### src/rtl/dcpd_pkg.sv
// Package of the debounced color pixel detector: constants, types and helper functions.
package dcpd_pkg;

   // Default frame geometry of the LED wall.
   localparam int DCPD_FRAME_WIDTH  = 20;
   localparam int DCPD_FRAME_HEIGHT = 20;

   // Field widths of the words on the channels.
   localparam int HUE_W    = 8;
   localparam int CHAN_W   = 8;
   localparam int COORD_W  = 5;
   localparam int LIMIT_W  = 4;
   localparam int REPORT_W = 6;
   localparam int CSR_IDX_W  = 4;
   localparam int CSR_DATA_W = 8;

   // Register indexes of the configuration port.
   typedef enum logic [CSR_IDX_W-1:0] {
      CSR_HUE_LOW_A      = 4'd0,
      CSR_HUE_HIGH_A     = 4'd1,
      CSR_HUE_LOW_B      = 4'd2,
      CSR_HUE_HIGH_B     = 4'd3,
      CSR_SAT_MIN        = 4'd4,
      CSR_VAL_MIN        = 4'd5,
      CSR_DEBOUNCE_LIMIT = 4'd6,
      CSR_MAX_REPORTS    = 4'd7
   } csr_index_type;

   // Register values after reset.
   localparam logic [HUE_W-1:0]    RST_HUE_LOW_A      = 8'd0;
   localparam logic [HUE_W-1:0]    RST_HUE_HIGH_A     = 8'd10;
   localparam logic [HUE_W-1:0]    RST_HUE_LOW_B      = 8'd160;
   localparam logic [HUE_W-1:0]    RST_HUE_HIGH_B     = 8'd180;
   localparam logic [CHAN_W-1:0]   RST_SAT_MIN        = 8'd200;
   localparam logic [CHAN_W-1:0]   RST_VAL_MIN        = 8'd200;
   localparam logic [LIMIT_W-1:0]  RST_DEBOUNCE_LIMIT = 4'd3;
   localparam logic [REPORT_W-1:0] RST_MAX_REPORTS    = 6'd10;

   typedef struct packed {
      logic [HUE_W-1:0]    hue_low_a;
      logic [HUE_W-1:0]    hue_high_a;
      logic [HUE_W-1:0]    hue_low_b;
      logic [HUE_W-1:0]    hue_high_b;
      logic [CHAN_W-1:0]   sat_min;
      logic [CHAN_W-1:0]   val_min;
      logic [LIMIT_W-1:0]  debounce_limit;
      logic [REPORT_W-1:0] max_reports;
   } dcpd_cfg_type;

   // One entry of the per-pixel store.
   typedef struct packed {
      logic               flag;
      logic [LIMIT_W-1:0] count;
   } dcpd_entry_type;

   localparam int ENTRY_W = $bits(dcpd_entry_type);

   // True when the pixel passes the saturation, brightness and hue tests.
   function automatic logic dcpd_match(input logic [HUE_W-1:0]  hue,
                                       input logic [CHAN_W-1:0] sat,
                                       input logic [CHAN_W-1:0] val,
                                       input dcpd_cfg_type      cfg);
      logic in_a;
      logic in_b;
      in_a = (hue >= cfg.hue_low_a) && (hue <= cfg.hue_high_a);
      in_b = (hue >= cfg.hue_low_b) && (hue <= cfg.hue_high_b);
      return (sat >= cfg.sat_min) && (val >= cfg.val_min) && (in_a || in_b);
   endfunction

   // Debounce step: count up on a match and cap at the limit, count down on a miss
   // and clear the flag when the count bottoms out.
   function automatic dcpd_entry_type dcpd_update(input dcpd_entry_type     cur,
                                                  input logic               hit,
                                                  input logic [LIMIT_W-1:0] limit);
      dcpd_entry_type    nxt;
      logic [LIMIT_W:0]  inc;
      nxt = cur;
      inc = {1'b0, cur.count} + {{LIMIT_W{1'b0}}, 1'b1};
      if (hit) begin
         if (inc >= {1'b0, limit}) begin
            nxt.flag  = 1'b1;
            nxt.count = limit;
         end else begin
            nxt.count = inc[LIMIT_W-1:0];
         end
      end else begin
         if (cur.count <= {{(LIMIT_W-1){1'b0}}, 1'b1}) begin
            nxt.flag  = 1'b0;
            nxt.count = '0;
         end else begin
            nxt.count = cur.count - {{(LIMIT_W-1){1'b0}}, 1'b1};
         end
      end
      return nxt;
   endfunction

endpackage

### src/rtl/dcpd_if.sv
// Channel interfaces of the debounced color pixel detector: pixel input, report output, register write.
interface dcpd_req_if;
   import dcpd_pkg::*;
   logic              valid;
   logic              ready;
   logic [HUE_W-1:0]  hue;
   logic [CHAN_W-1:0] saturation;
   logic [CHAN_W-1:0] brightness;
   logic              frame_end;
   modport source (output valid, hue, saturation, brightness, frame_end, input ready);
   modport sink   (input valid, hue, saturation, brightness, frame_end, output ready);
endinterface

interface dcpd_rsp_if;
   import dcpd_pkg::*;
   logic                valid;
   logic                ready;
   logic [COORD_W-1:0]  pixel_col;
   logic [COORD_W-1:0]  pixel_row;
   logic [REPORT_W-1:0] report_number;
   modport source (output valid, pixel_col, pixel_row, report_number, input ready);
   modport sink   (input valid, pixel_col, pixel_row, report_number, output ready);
endinterface

interface dcpd_csr_if;
   import dcpd_pkg::*;
   logic                  valid;
   logic                  ready;
   logic [CSR_IDX_W-1:0]  index;
   logic [CSR_DATA_W-1:0] data;
   modport source (output valid, index, data, input ready);
   modport sink   (input valid, index, data, output ready);
endinterface

### src/rtl/debounced_color_pixel_detector_top.sv
// Top level of the debounced color pixel detector: position tracking, debounce pipeline, reports.
//
// The block takes one HSV pixel word per cycle in raster order and keeps, for every pixel
// position of the FRAME_WIDTH x FRAME_HEIGHT frame, a debounce counter and a flag in one
// on-chip memory with a registered read. When a pixel word is accepted, its entry is
// read at that edge and the pixel enters the update stage; when that stage moves on, the
// entry is updated and written back, and a report word (column, row, report number) goes
// to an output register; unless stalled, a new pixel is accepted every cycle. When two
// pixels in a row hit the same entry (a frame of one pixel, or frame_end on the first
// position), the word just written is forwarded into the update. Back-pressure on the
// report side stalls the input only while a report is waiting and the update stage is
// full. After reset the memory is cleared one entry per cycle; no pixel is accepted
// during that pass, but register writes are. Registers should be written only while no
// pixel is in flight. At most max_reports reports are made per frame; the count restarts
// on frame_end.
module debounced_color_pixel_detector_top #(
   parameter int FRAME_WIDTH  = dcpd_pkg::DCPD_FRAME_WIDTH,
   parameter int FRAME_HEIGHT = dcpd_pkg::DCPD_FRAME_HEIGHT
) (
   input logic      clock,
   input logic      reset,
   dcpd_req_if.sink   req_port,
   dcpd_rsp_if.source rsp_port,
   dcpd_csr_if.sink   csr_port
);
   import dcpd_pkg::*;

   localparam int PIX_COUNT = FRAME_WIDTH * FRAME_HEIGHT;
   localparam int COL_W     = $clog2(FRAME_WIDTH + 1);
   localparam int ROW_W     = $clog2(FRAME_HEIGHT + 1);
   localparam int ADDR_W    = (PIX_COUNT > 1) ? $clog2(PIX_COUNT) : 1;
   localparam logic [COL_W-1:0]  LAST_COL  = COL_W'(FRAME_WIDTH - 1);
   localparam logic [ROW_W-1:0]  LAST_ROW  = ROW_W'(FRAME_HEIGHT - 1);
   localparam logic [ADDR_W-1:0] LAST_ADDR = ADDR_W'(PIX_COUNT - 1);

   // Clearing pass after reset, then normal operation.
   typedef enum logic [1:0] {
      ST_CLEAR = 2'b01,
      ST_RUN   = 2'b10
   } state_type;

   dcpd_cfg_type cfg;

   state_type   state_ff, state_in;
   logic [ADDR_W-1:0] clr_addr_ff, clr_addr_in;

   // Raster position of the next pixel to be accepted.
   logic [COL_W-1:0]  col_ff, col_in;
   logic [ROW_W-1:0]  row_ff, row_in;
   logic [ADDR_W-1:0] addr_ff, addr_in;

   // Update stage: pixel whose memory entry is being read back.
   logic              s1_valid_ff, s1_valid_in;
   logic [COL_W-1:0]  s1_col_ff;
   logic [ROW_W-1:0]  s1_row_ff;
   logic [ADDR_W-1:0] s1_addr_ff;
   logic              s1_hit_ff;
   logic              s1_last_ff;

   // Forwarding of the entry written at the edge this stage's entry was read.
   logic              byp_valid_ff, byp_valid_in;
   dcpd_entry_type    byp_data_ff;

   logic [REPORT_W-1:0] reports_ff, reports_in;

   // Output register of the report channel.
   logic                rsp_valid_ff, rsp_valid_in;
   logic [COORD_W-1:0]  rsp_col_ff;
   logic [COORD_W-1:0]  rsp_row_ff;
   logic [REPORT_W-1:0] rsp_num_ff;

   logic              req_fire;
   logic              s1_fire;
   logic              report;
   dcpd_entry_type    rd_entry;
   dcpd_entry_type    cur_entry;
   dcpd_entry_type    new_entry;
   logic [ENTRY_W-1:0] rd_data;
   logic              wr_en;
   logic [ADDR_W-1:0] wr_addr;
   logic [ENTRY_W-1:0] wr_data;

   dcpd_csr u_csr (
      .clock    (clock),
      .reset    (reset),
      .csr_port (csr_port),
      .cfg      (cfg)
   );

   dcpd_ram #(
      .DEPTH  (PIX_COUNT),
      .DATA_W (ENTRY_W),
      .ADDR_W (ADDR_W)
   ) u_ram (
      .clock   (clock),
      .wr_en   (wr_en),
      .wr_addr (wr_addr),
      .wr_data (wr_data),
      .rd_en   (req_fire),
      .rd_addr (addr_ff),
      .rd_data (rd_data)
   );

   // Handshakes. The update stage moves on whenever the output register is free or
   // being emptied; a new pixel enters when the update stage is empty or moving on.
   assign s1_fire        = s1_valid_ff && (!rsp_valid_ff || rsp_port.ready);
   assign req_port.ready = (state_ff == ST_RUN) && (!s1_valid_ff || s1_fire);
   assign req_fire       = req_port.valid && req_port.ready;

   // Debounce update of the entry read for the pixel in the update stage.
   assign rd_entry  = dcpd_entry_type'(rd_data);
   assign cur_entry = byp_valid_ff ? byp_data_ff : rd_entry;
   assign new_entry = dcpd_update(cur_entry, s1_hit_ff, cfg.debounce_limit);
   assign report    = new_entry.flag && (reports_ff < cfg.max_reports);

   // The clearing pass owns the write port until it is done.
   always_comb begin
      if (state_ff == ST_CLEAR) begin
         wr_en   = 1'b1;
         wr_addr = clr_addr_ff;
         wr_data = '0;
      end else begin
         wr_en   = s1_fire;
         wr_addr = s1_addr_ff;
         wr_data = new_entry;
      end
   end

   always_comb begin
      state_in    = state_ff;
      clr_addr_in = clr_addr_ff;
      case (state_ff)
         ST_CLEAR: begin
            clr_addr_in = clr_addr_ff + {{(ADDR_W-1){1'b0}}, 1'b1};
            if (clr_addr_ff == LAST_ADDR) begin
               state_in = ST_RUN;
            end
         end
         ST_RUN:  state_in = ST_RUN;
         default: state_in = ST_CLEAR;
      endcase
   end

   // Raster position: frame_end or the last position of the frame returns it home.
   always_comb begin
      col_in  = col_ff;
      row_in  = row_ff;
      addr_in = addr_ff;
      if (req_fire) begin
         if (req_port.frame_end) begin
            col_in  = '0;
            row_in  = '0;
            addr_in = '0;
         end else if (col_ff == LAST_COL) begin
            col_in = '0;
            if (row_ff == LAST_ROW) begin
               row_in  = '0;
               addr_in = '0;
            end else begin
               row_in  = row_ff + {{(ROW_W-1){1'b0}}, 1'b1};
               addr_in = addr_ff + {{(ADDR_W-1){1'b0}}, 1'b1};
            end
         end else begin
            col_in  = col_ff + {{(COL_W-1){1'b0}}, 1'b1};
            addr_in = addr_ff + {{(ADDR_W-1){1'b0}}, 1'b1};
         end
      end
   end

   always_comb begin
      s1_valid_in  = s1_valid_ff;
      byp_valid_in = byp_valid_ff;
      if (req_fire) begin
         s1_valid_in  = 1'b1;
         byp_valid_in = s1_fire && (s1_addr_ff == addr_ff);
      end else if (s1_fire) begin
         s1_valid_in = 1'b0;
      end
   end

   // Report count of the current frame; frame_end clears it after its own pixel.
   always_comb begin
      reports_in = reports_ff;
      if (s1_fire) begin
         if (s1_last_ff) begin
            reports_in = '0;
         end else if (report) begin
            reports_in = reports_ff + {{(REPORT_W-1){1'b0}}, 1'b1};
         end
      end
   end

   always_comb begin
      rsp_valid_in = rsp_valid_ff;
      if (rsp_port.ready) begin
         rsp_valid_in = 1'b0;
      end
      if (s1_fire) begin
         rsp_valid_in = report;
      end
   end

   always_ff @(posedge clock) begin
      if (reset) begin
         state_ff     <= ST_CLEAR;
         clr_addr_ff  <= '0;
         col_ff       <= '0;
         row_ff       <= '0;
         addr_ff      <= '0;
         s1_valid_ff  <= 1'b0;
         byp_valid_ff <= 1'b0;
         reports_ff   <= '0;
         rsp_valid_ff <= 1'b0;
      end else begin
         state_ff     <= state_in;
         clr_addr_ff  <= clr_addr_in;
         col_ff       <= col_in;
         row_ff       <= row_in;
         addr_ff      <= addr_in;
         s1_valid_ff  <= s1_valid_in;
         byp_valid_ff <= byp_valid_in;
         reports_ff   <= reports_in;
         rsp_valid_ff <= rsp_valid_in;
      end
   end

   // Payload registers carry no reset.
   always_ff @(posedge clock) begin
      if (req_fire) begin
         s1_col_ff   <= col_ff;
         s1_row_ff   <= row_ff;
         s1_addr_ff  <= addr_ff;
         s1_last_ff  <= req_port.frame_end;
         s1_hit_ff   <= dcpd_match(req_port.hue, req_port.saturation,
                                   req_port.brightness, cfg);
         byp_data_ff <= new_entry;
      end
      if (s1_fire && report) begin
         rsp_col_ff <= COORD_W'(s1_col_ff);
         rsp_row_ff <= COORD_W'(s1_row_ff);
         rsp_num_ff <= reports_ff;
      end
   end

   assign rsp_port.valid         = rsp_valid_ff;
   assign rsp_port.pixel_col     = rsp_col_ff;
   assign rsp_port.pixel_row     = rsp_row_ff;
   assign rsp_port.report_number = rsp_num_ff;

endmodule

### src/rtl/dcpd_csr.sv
// Configuration register bank of the debounced color pixel detector.
module dcpd_csr (
   input  logic                  clock,
   input  logic                  reset,
   dcpd_csr_if.sink              csr_port,
   output dcpd_pkg::dcpd_cfg_type cfg
);
   import dcpd_pkg::*;

   dcpd_cfg_type cfg_ff;
   dcpd_cfg_type cfg_in;

   assign csr_port.ready = 1'b1;
   assign cfg            = cfg_ff;

   always_comb begin
      cfg_in = cfg_ff;
      if (csr_port.valid) begin
         case (csr_port.index)
            CSR_HUE_LOW_A:      cfg_in.hue_low_a      = csr_port.data;
            CSR_HUE_HIGH_A:     cfg_in.hue_high_a     = csr_port.data;
            CSR_HUE_LOW_B:      cfg_in.hue_low_b      = csr_port.data;
            CSR_HUE_HIGH_B:     cfg_in.hue_high_b     = csr_port.data;
            CSR_SAT_MIN:        cfg_in.sat_min        = csr_port.data;
            CSR_VAL_MIN:        cfg_in.val_min        = csr_port.data;
            CSR_DEBOUNCE_LIMIT: cfg_in.debounce_limit = csr_port.data[LIMIT_W-1:0];
            CSR_MAX_REPORTS:    cfg_in.max_reports    = csr_port.data[REPORT_W-1:0];
            default:            cfg_in = cfg_ff;
         endcase
      end
   end

   always_ff @(posedge clock) begin
      if (reset) begin
         cfg_ff.hue_low_a      <= RST_HUE_LOW_A;
         cfg_ff.hue_high_a     <= RST_HUE_HIGH_A;
         cfg_ff.hue_low_b      <= RST_HUE_LOW_B;
         cfg_ff.hue_high_b     <= RST_HUE_HIGH_B;
         cfg_ff.sat_min        <= RST_SAT_MIN;
         cfg_ff.val_min        <= RST_VAL_MIN;
         cfg_ff.debounce_limit <= RST_DEBOUNCE_LIMIT;
         cfg_ff.max_reports    <= RST_MAX_REPORTS;
      end else begin
         cfg_ff <= cfg_in;
      end
   end

endmodule

### src/rtl/dcpd_ram.sv
// Simple dual-port memory with one write port and one registered read port.
module dcpd_ram #(
   parameter int DEPTH  = dcpd_pkg::DCPD_FRAME_WIDTH * dcpd_pkg::DCPD_FRAME_HEIGHT,
   parameter int DATA_W = dcpd_pkg::ENTRY_W,
   parameter int ADDR_W = $clog2(DEPTH)
) (
   input  logic              clock,
   input  logic              wr_en,
   input  logic [ADDR_W-1:0] wr_addr,
   input  logic [DATA_W-1:0] wr_data,
   input  logic              rd_en,
   input  logic [ADDR_W-1:0] rd_addr,
   output logic [DATA_W-1:0] rd_data
);

   logic [DATA_W-1:0] mem_ff [DEPTH];
   logic [DATA_W-1:0] rd_data_ff;

   assign rd_data = rd_data_ff;

   always_ff @(posedge clock) begin
      if (wr_en) begin
         mem_ff[wr_addr] <= wr_data;
      end
   end

   // Read before write: a read of the entry written at the same edge returns the old word.
   always_ff @(posedge clock) begin
      if (rd_en) begin
         rd_data_ff <= mem_ff[rd_addr];
      end
   end

endmodule
### src/flat_wrapper.sv
// flat-port wrapper written by rule: the top's interface ports become plain ports
module debounced_color_pixel_detector_top_flat import dcpd_pkg::*;
#(
   parameter int FRAME_WIDTH  = dcpd_pkg::DCPD_FRAME_WIDTH,
   parameter int FRAME_HEIGHT = dcpd_pkg::DCPD_FRAME_HEIGHT
)
  (clock, reset, req_port_valid, req_port_hue, req_port_saturation, req_port_brightness, req_port_frame_end, req_port_ready, rsp_port_valid, rsp_port_pixel_col, rsp_port_pixel_row, rsp_port_report_number, rsp_port_ready, csr_port_valid, csr_port_index, csr_port_data, csr_port_ready);
  dcpd_req_if req_port_i ();
  dcpd_rsp_if rsp_port_i ();
  dcpd_csr_if csr_port_i ();
  input logic clock;
  input logic reset;
  input wire logic [$bits(req_port_i.valid)-1:0] req_port_valid;
  input wire logic [$bits(req_port_i.hue)-1:0] req_port_hue;
  input wire logic [$bits(req_port_i.saturation)-1:0] req_port_saturation;
  input wire logic [$bits(req_port_i.brightness)-1:0] req_port_brightness;
  input wire logic [$bits(req_port_i.frame_end)-1:0] req_port_frame_end;
  output wire logic [$bits(req_port_i.ready)-1:0] req_port_ready;
  output wire logic [$bits(rsp_port_i.valid)-1:0] rsp_port_valid;
  output wire logic [$bits(rsp_port_i.pixel_col)-1:0] rsp_port_pixel_col;
  output wire logic [$bits(rsp_port_i.pixel_row)-1:0] rsp_port_pixel_row;
  output wire logic [$bits(rsp_port_i.report_number)-1:0] rsp_port_report_number;
  input wire logic [$bits(rsp_port_i.ready)-1:0] rsp_port_ready;
  input wire logic [$bits(csr_port_i.valid)-1:0] csr_port_valid;
  input wire logic [$bits(csr_port_i.index)-1:0] csr_port_index;
  input wire logic [$bits(csr_port_i.data)-1:0] csr_port_data;
  output wire logic [$bits(csr_port_i.ready)-1:0] csr_port_ready;
  assign req_port_i.valid = req_port_valid;
  assign req_port_i.hue = req_port_hue;
  assign req_port_i.saturation = req_port_saturation;
  assign req_port_i.brightness = req_port_brightness;
  assign req_port_i.frame_end = req_port_frame_end;
  assign req_port_ready = req_port_i.ready;
  assign rsp_port_valid = rsp_port_i.valid;
  assign rsp_port_pixel_col = rsp_port_i.pixel_col;
  assign rsp_port_pixel_row = rsp_port_i.pixel_row;
  assign rsp_port_report_number = rsp_port_i.report_number;
  assign rsp_port_i.ready = rsp_port_ready;
  assign csr_port_i.valid = csr_port_valid;
  assign csr_port_i.index = csr_port_index;
  assign csr_port_i.data = csr_port_data;
  assign csr_port_ready = csr_port_i.ready;
  debounced_color_pixel_detector_top #(.FRAME_WIDTH(FRAME_WIDTH), .FRAME_HEIGHT(FRAME_HEIGHT)) u_core (.clock(clock), .reset(reset), .req_port(req_port_i), .rsp_port(rsp_port_i), .csr_port(csr_port_i));
endmodule
### config.mk
export PLATFORM = sky130hd
export DESIGN_NAME = debounced_color_pixel_detector_top_flat
export DESIGN_NICKNAME = d
export VERILOG_FILES = /design/src/rtl/dcpd_pkg.sv /design/src/rtl/dcpd_if.sv /design/src/rtl/debounced_color_pixel_detector_top.sv /design/src/rtl/dcpd_csr.sv /design/src/rtl/dcpd_ram.sv /design/src/flat_wrapper.sv
export SDC_FILE = /design/constraint.sdc
export NUM_CORES = 2
export LEC_CHECK = 0
export BUFFER_PORTS_ARGS = -buffer_cell sky130_fd_sc_hd__buf_4
export CAP_MARGIN = 20
export CORE_MARGIN = 10
export CORE_UTILIZATION = 34
export DETAILED_ROUTE_END_ITERATION = 16
export SLEW_MARGIN = 20
export SYNTH_ARGS = -nofsm -noshare
export SYNTH_HDL_FRONTEND = slang
export SYNTH_HIERARCHICAL = 1
export SYNTH_SLANG_ARGS = --single-unit
### constraint.sdc
create_clock -name clock -period 20.1 [get_ports clock]
set_input_delay 0 -clock clock [delete_from_list [all_inputs] [get_ports clock]]
set_output_delay 0 -clock clock [all_outputs]
set_load 0.02 [all_outputs]
==> results.sh <==
export IMPL_drt_iter0_markers=5276
export IMPL_final_setup_worst_slack_ps=14630
export IMPL_critPathLaunchType="register"
export IMPL_cts_path_max_buffers=3
export IMPL_route_met2_wl_mm=100.6
export IMPL_required_ps=20720
export IMPL_place_congestion=0.8184
export IMPL_overflow=0
export IMPL_io_buffer_count=59
export IMPL_ys_seq_area_frac=0.7380
export IMPL_ys_types=90
export IMPL_fin_crit_sh=0.2723
export IMPL_core_um2=251400
export IMPL_critical_path_top_delay_family="buffers and inverters"
export IMPL_final_cell_area_um2=97210
export IMPL_root_buffer="clkbuf_16"
export IMPL_synthFlopType="edfxtp_1"
export IMPL_worstMarginPinSlew_ps=1124
export IMPL_synth_edff_count=2047
export IMPL_drv_cap=0
export IMPL_internal_power_mw=7.764
export IMPL_final_max_slew_violation_count=0
export IMPL_worstPathMaxFanout=35
export IMPL_worstPathArrival_ps=6090
export IMPL_fin_crit_ps=5473
export IMPL_ir_worst_vdd_mv=0.1011
export IMPL_die_x_um=522.7
export IMPL_grt_pass1_vias=44050
export IMPL_path_common_cell="buf_4"
export IMPL_final_common_cell="edfxtp_1"
export IMPL_wl_met1_mm=91.26
export IMPL_whs_ps=81.13
export IMPL_routedWlPerCell_um=26.65
export IMPL_worstHoldPathType="input port to register"
export IMPL_routed_wl_met3_mm=18.37
export IMPL_htree_levels=4
export IMPL_grt_pass1_wl_mm=316.5
export IMPL_slowest_delay_ps=870
export IMPL_synthArstFlopShare=0
export IMPL_path_clk_slew_ps=60
export IMPL_grt_util_all_layers=0.1554
export IMPL_critPathKind="register to register"
export IMPL_numCtsBuffers=209
export IMPL_power_share_combinational=0.108
export IMPL_first_pass_iters=6
export IMPL_top_layer="met5"
export IMPL_grt_max_degree=240
export IMPL_synth_seq_cells=2144
export IMPL_tritoncts="done"
export IMPL_power_density_nw_per_um2=106.7
export IMPL_nets=4701
export IMPL_io_pins=61
export IMPL_p_sw_mw=2.605
export IMPL_switching_share=0.2512
export IMPL_area_delta_synth_final_pct=13.13
export IMPL_slew_limit_headroom=0.2509
export IMPL_dp_slack_ps=14180
export IMPL_seqPwrFrac=0.522
export IMPL_max_freq_mhz=182.7
export IMPL_placedInstanceArea_um2=89890
export IMPL_hpwl_mm=130.5
export IMPL_cts_resized=0
export IMPL_crit_path_end_kind="register"
export IMPL_antenna_found_initial=11
export IMPL_clock_skew_ps=68.16
export IMPL_postCtsSetupBuffers=0
export IMPL_synth_cells=4449
export IMPL_rows=184
export IMPL_drtAntennaViolNets=0
export IMPL_rsz0062_at_grt="false"
export IMPL_synth_area_um2=85930
export IMPL_cp_num_buf_inv=4
export IMPL_dp_cells=7677
export IMPL_via_per_inst=5.375
export IMPL_fin_cells=8120
export IMPL_tns_ps=0
export IMPL_yosysWarnings=6
export IMPL_die_area_um2=273200
export IMPL_layout_common_cells="2047 x edfxtp_1, 521 x mux4_2, 504 x nor2_1"
export IMPL_syn_area_per_cell_um2=19.31
export IMPL_setup_viol=0
export IMPL_clock_sinks=2144
export IMPL_crit_chain="inv_6 -> buf_4 -> buf_4 -> buf_4 -> mux4_2 -> o21ai_0 -> a221oi_1 -> or3_1"
export IMPL_wl_mm=216.4
export IMPL_worst_path_max_delay_cell="o21ai_0"
export IMPL_hold_violations=0
export IMPL_clk_latency_ps=880
export IMPL_initial_utilization=0.3418
export IMPL_synth_nets=4558
export IMPL_power_leakage_nw=29.96
export IMPL_status="completed"
export IMPL_vias=43650
export IMPL_drive_gt1_frac=0.2149
export IMPL_drc_errors=0
export IMPL_fp_dieH_um=522.7
export IMPL_pwr_share_clk=0.370
-- metrics by stage --
stage	util	total power [mW]
after detailed placement	0.3576	6.623
after floorplan	-	6.355
final	0.3867	10.37
after global routing	0.3867	10.72
after global placement	0.3576	6.579
after CTS	0.3863	10.45
-- sequential cells by signal, indices dropped and copies added, names as in the netlist, 5 cells and up --
signal                         count
u_core/u_ram/mem_ff             2000
u_core/u_csr/cfg                  58
u_core/addr_ff                     9
u_core/clr_addr_ff                 9
u_core/s1_addr_ff                  9
u_core/reports_ff                  6
u_core/rsp_port.report_number      6
u_core/byp_data_ff                 5
u_core/col_ff                      5
u_core/row_ff                      5
u_core/rsp_port.pixel_col          5
u_core/rsp_port.pixel_row          5
u_core/s1_col_ff                   5
u_core/s1_row_ff                   5
u_core/u_ram/rd_data               5
-- cell usage after synthesis (all sizes together) (22+ instances only) --
master  number  area share
a21oi       64      0.0037
buf        132       0.012
clkbuf     122      0.0053
dfxtp       97       0.023
edfxtp    2047        0.72
ha          67      0.0098
inv         71      0.0031
mux2i      182       0.021
mux4       522        0.14
nand2      128      0.0057
nand2b      56      0.0041
nand3       42      0.0025
nor2       508       0.022
nor2b       25      0.0019
nor3        25      0.0015
o21ai       51      0.0030
o221ai      22      0.0022
o22ai       31      0.0023
-- worst register-to-register path, delay by kind of cell, from the launching register on --
family / cells / cell delay [ps]
AO/OA/AOI/OAI: 2 / 1090
buffers and inverters: 4 / 2560
flip-flops: 1 / 530
multiplexers: 1 / 690
AND/OR/NAND/NOR: 1 / 410
-- power by group through the flow --
| stage | clock, mW | combinational [mW] | sequential (mW) |
|---|---|---|---|
| 5_1_grt | 4.10 | 1.20 | 5.42 |
| 4_1_cts | 3.91 | 1.11 | 5.42 |
| 3_5_place_dp | 0 | 1.11 | 5.51 |
| 3_3_place_gp | 0 | 1.07 | 5.51 |
| 6_report | 3.83 | 1.12 | 5.42 |
| 2_1_floorplan | 0 | 0.606 | 5.75 |
-- kinds of logic after synthesis --
kind of cell	synth area share
other cells	0.00004364
simple gates	0.04469
mux	0.1604
fa+ha+maj	0.009756
buf+inv	0.02065
flops	0.7380
xor+xnor	0.003364
compound gates	0.02311
-- cell type report --
| class | instances | area (um2) |
|---|---|---|
| fillers | 22570 | 154200 |
| flip-flops and latches | 2144 | 63430 |
| multi-input cells | 1979 | 20880 |
| clock buffers | 251 | 5388 |
| well taps | 3348 | 4189 |
| repair buffers | 187 | 1692 |
| clock inverters | 138 | 1353 |
| inverters | 71 | 271.5 |
| diodes | 2 | 5.005 |
-- metal layers --
layer	GRT usage	vias up
met5	0	-
met4	0.04410	2
met3	0.03373	320
met2	0.2434	1848
met1	0.2189	23230
li1	-	18240
-- worst paths after layout --
| check | from | endpoint | slack [ps] | cells after the start |
|---|---|---|---|---|
| min reg2reg | u_core/s1_col_ff[1] | u_core/rsp_port.pixel_col[1] | 400 | 0 |
| max | u_core/addr_ff[4] | u_core/u_ram/rd_data[0] | 14630 | 8 |
| max reg2reg | u_core/addr_ff[4] | u_core/u_ram/rd_data[0] | 14630 | 8 |
| min | rsp_port_ready | u_core/s1_valid_ff | 80 | 4 |
-- timing repair --
action | CTS | global route
hold endpoints to repair | 99 | 0
hold buffers | 49 | 0
endpoints found under the setup margin | 0 | 0
(Power assumes the default switching activity.)
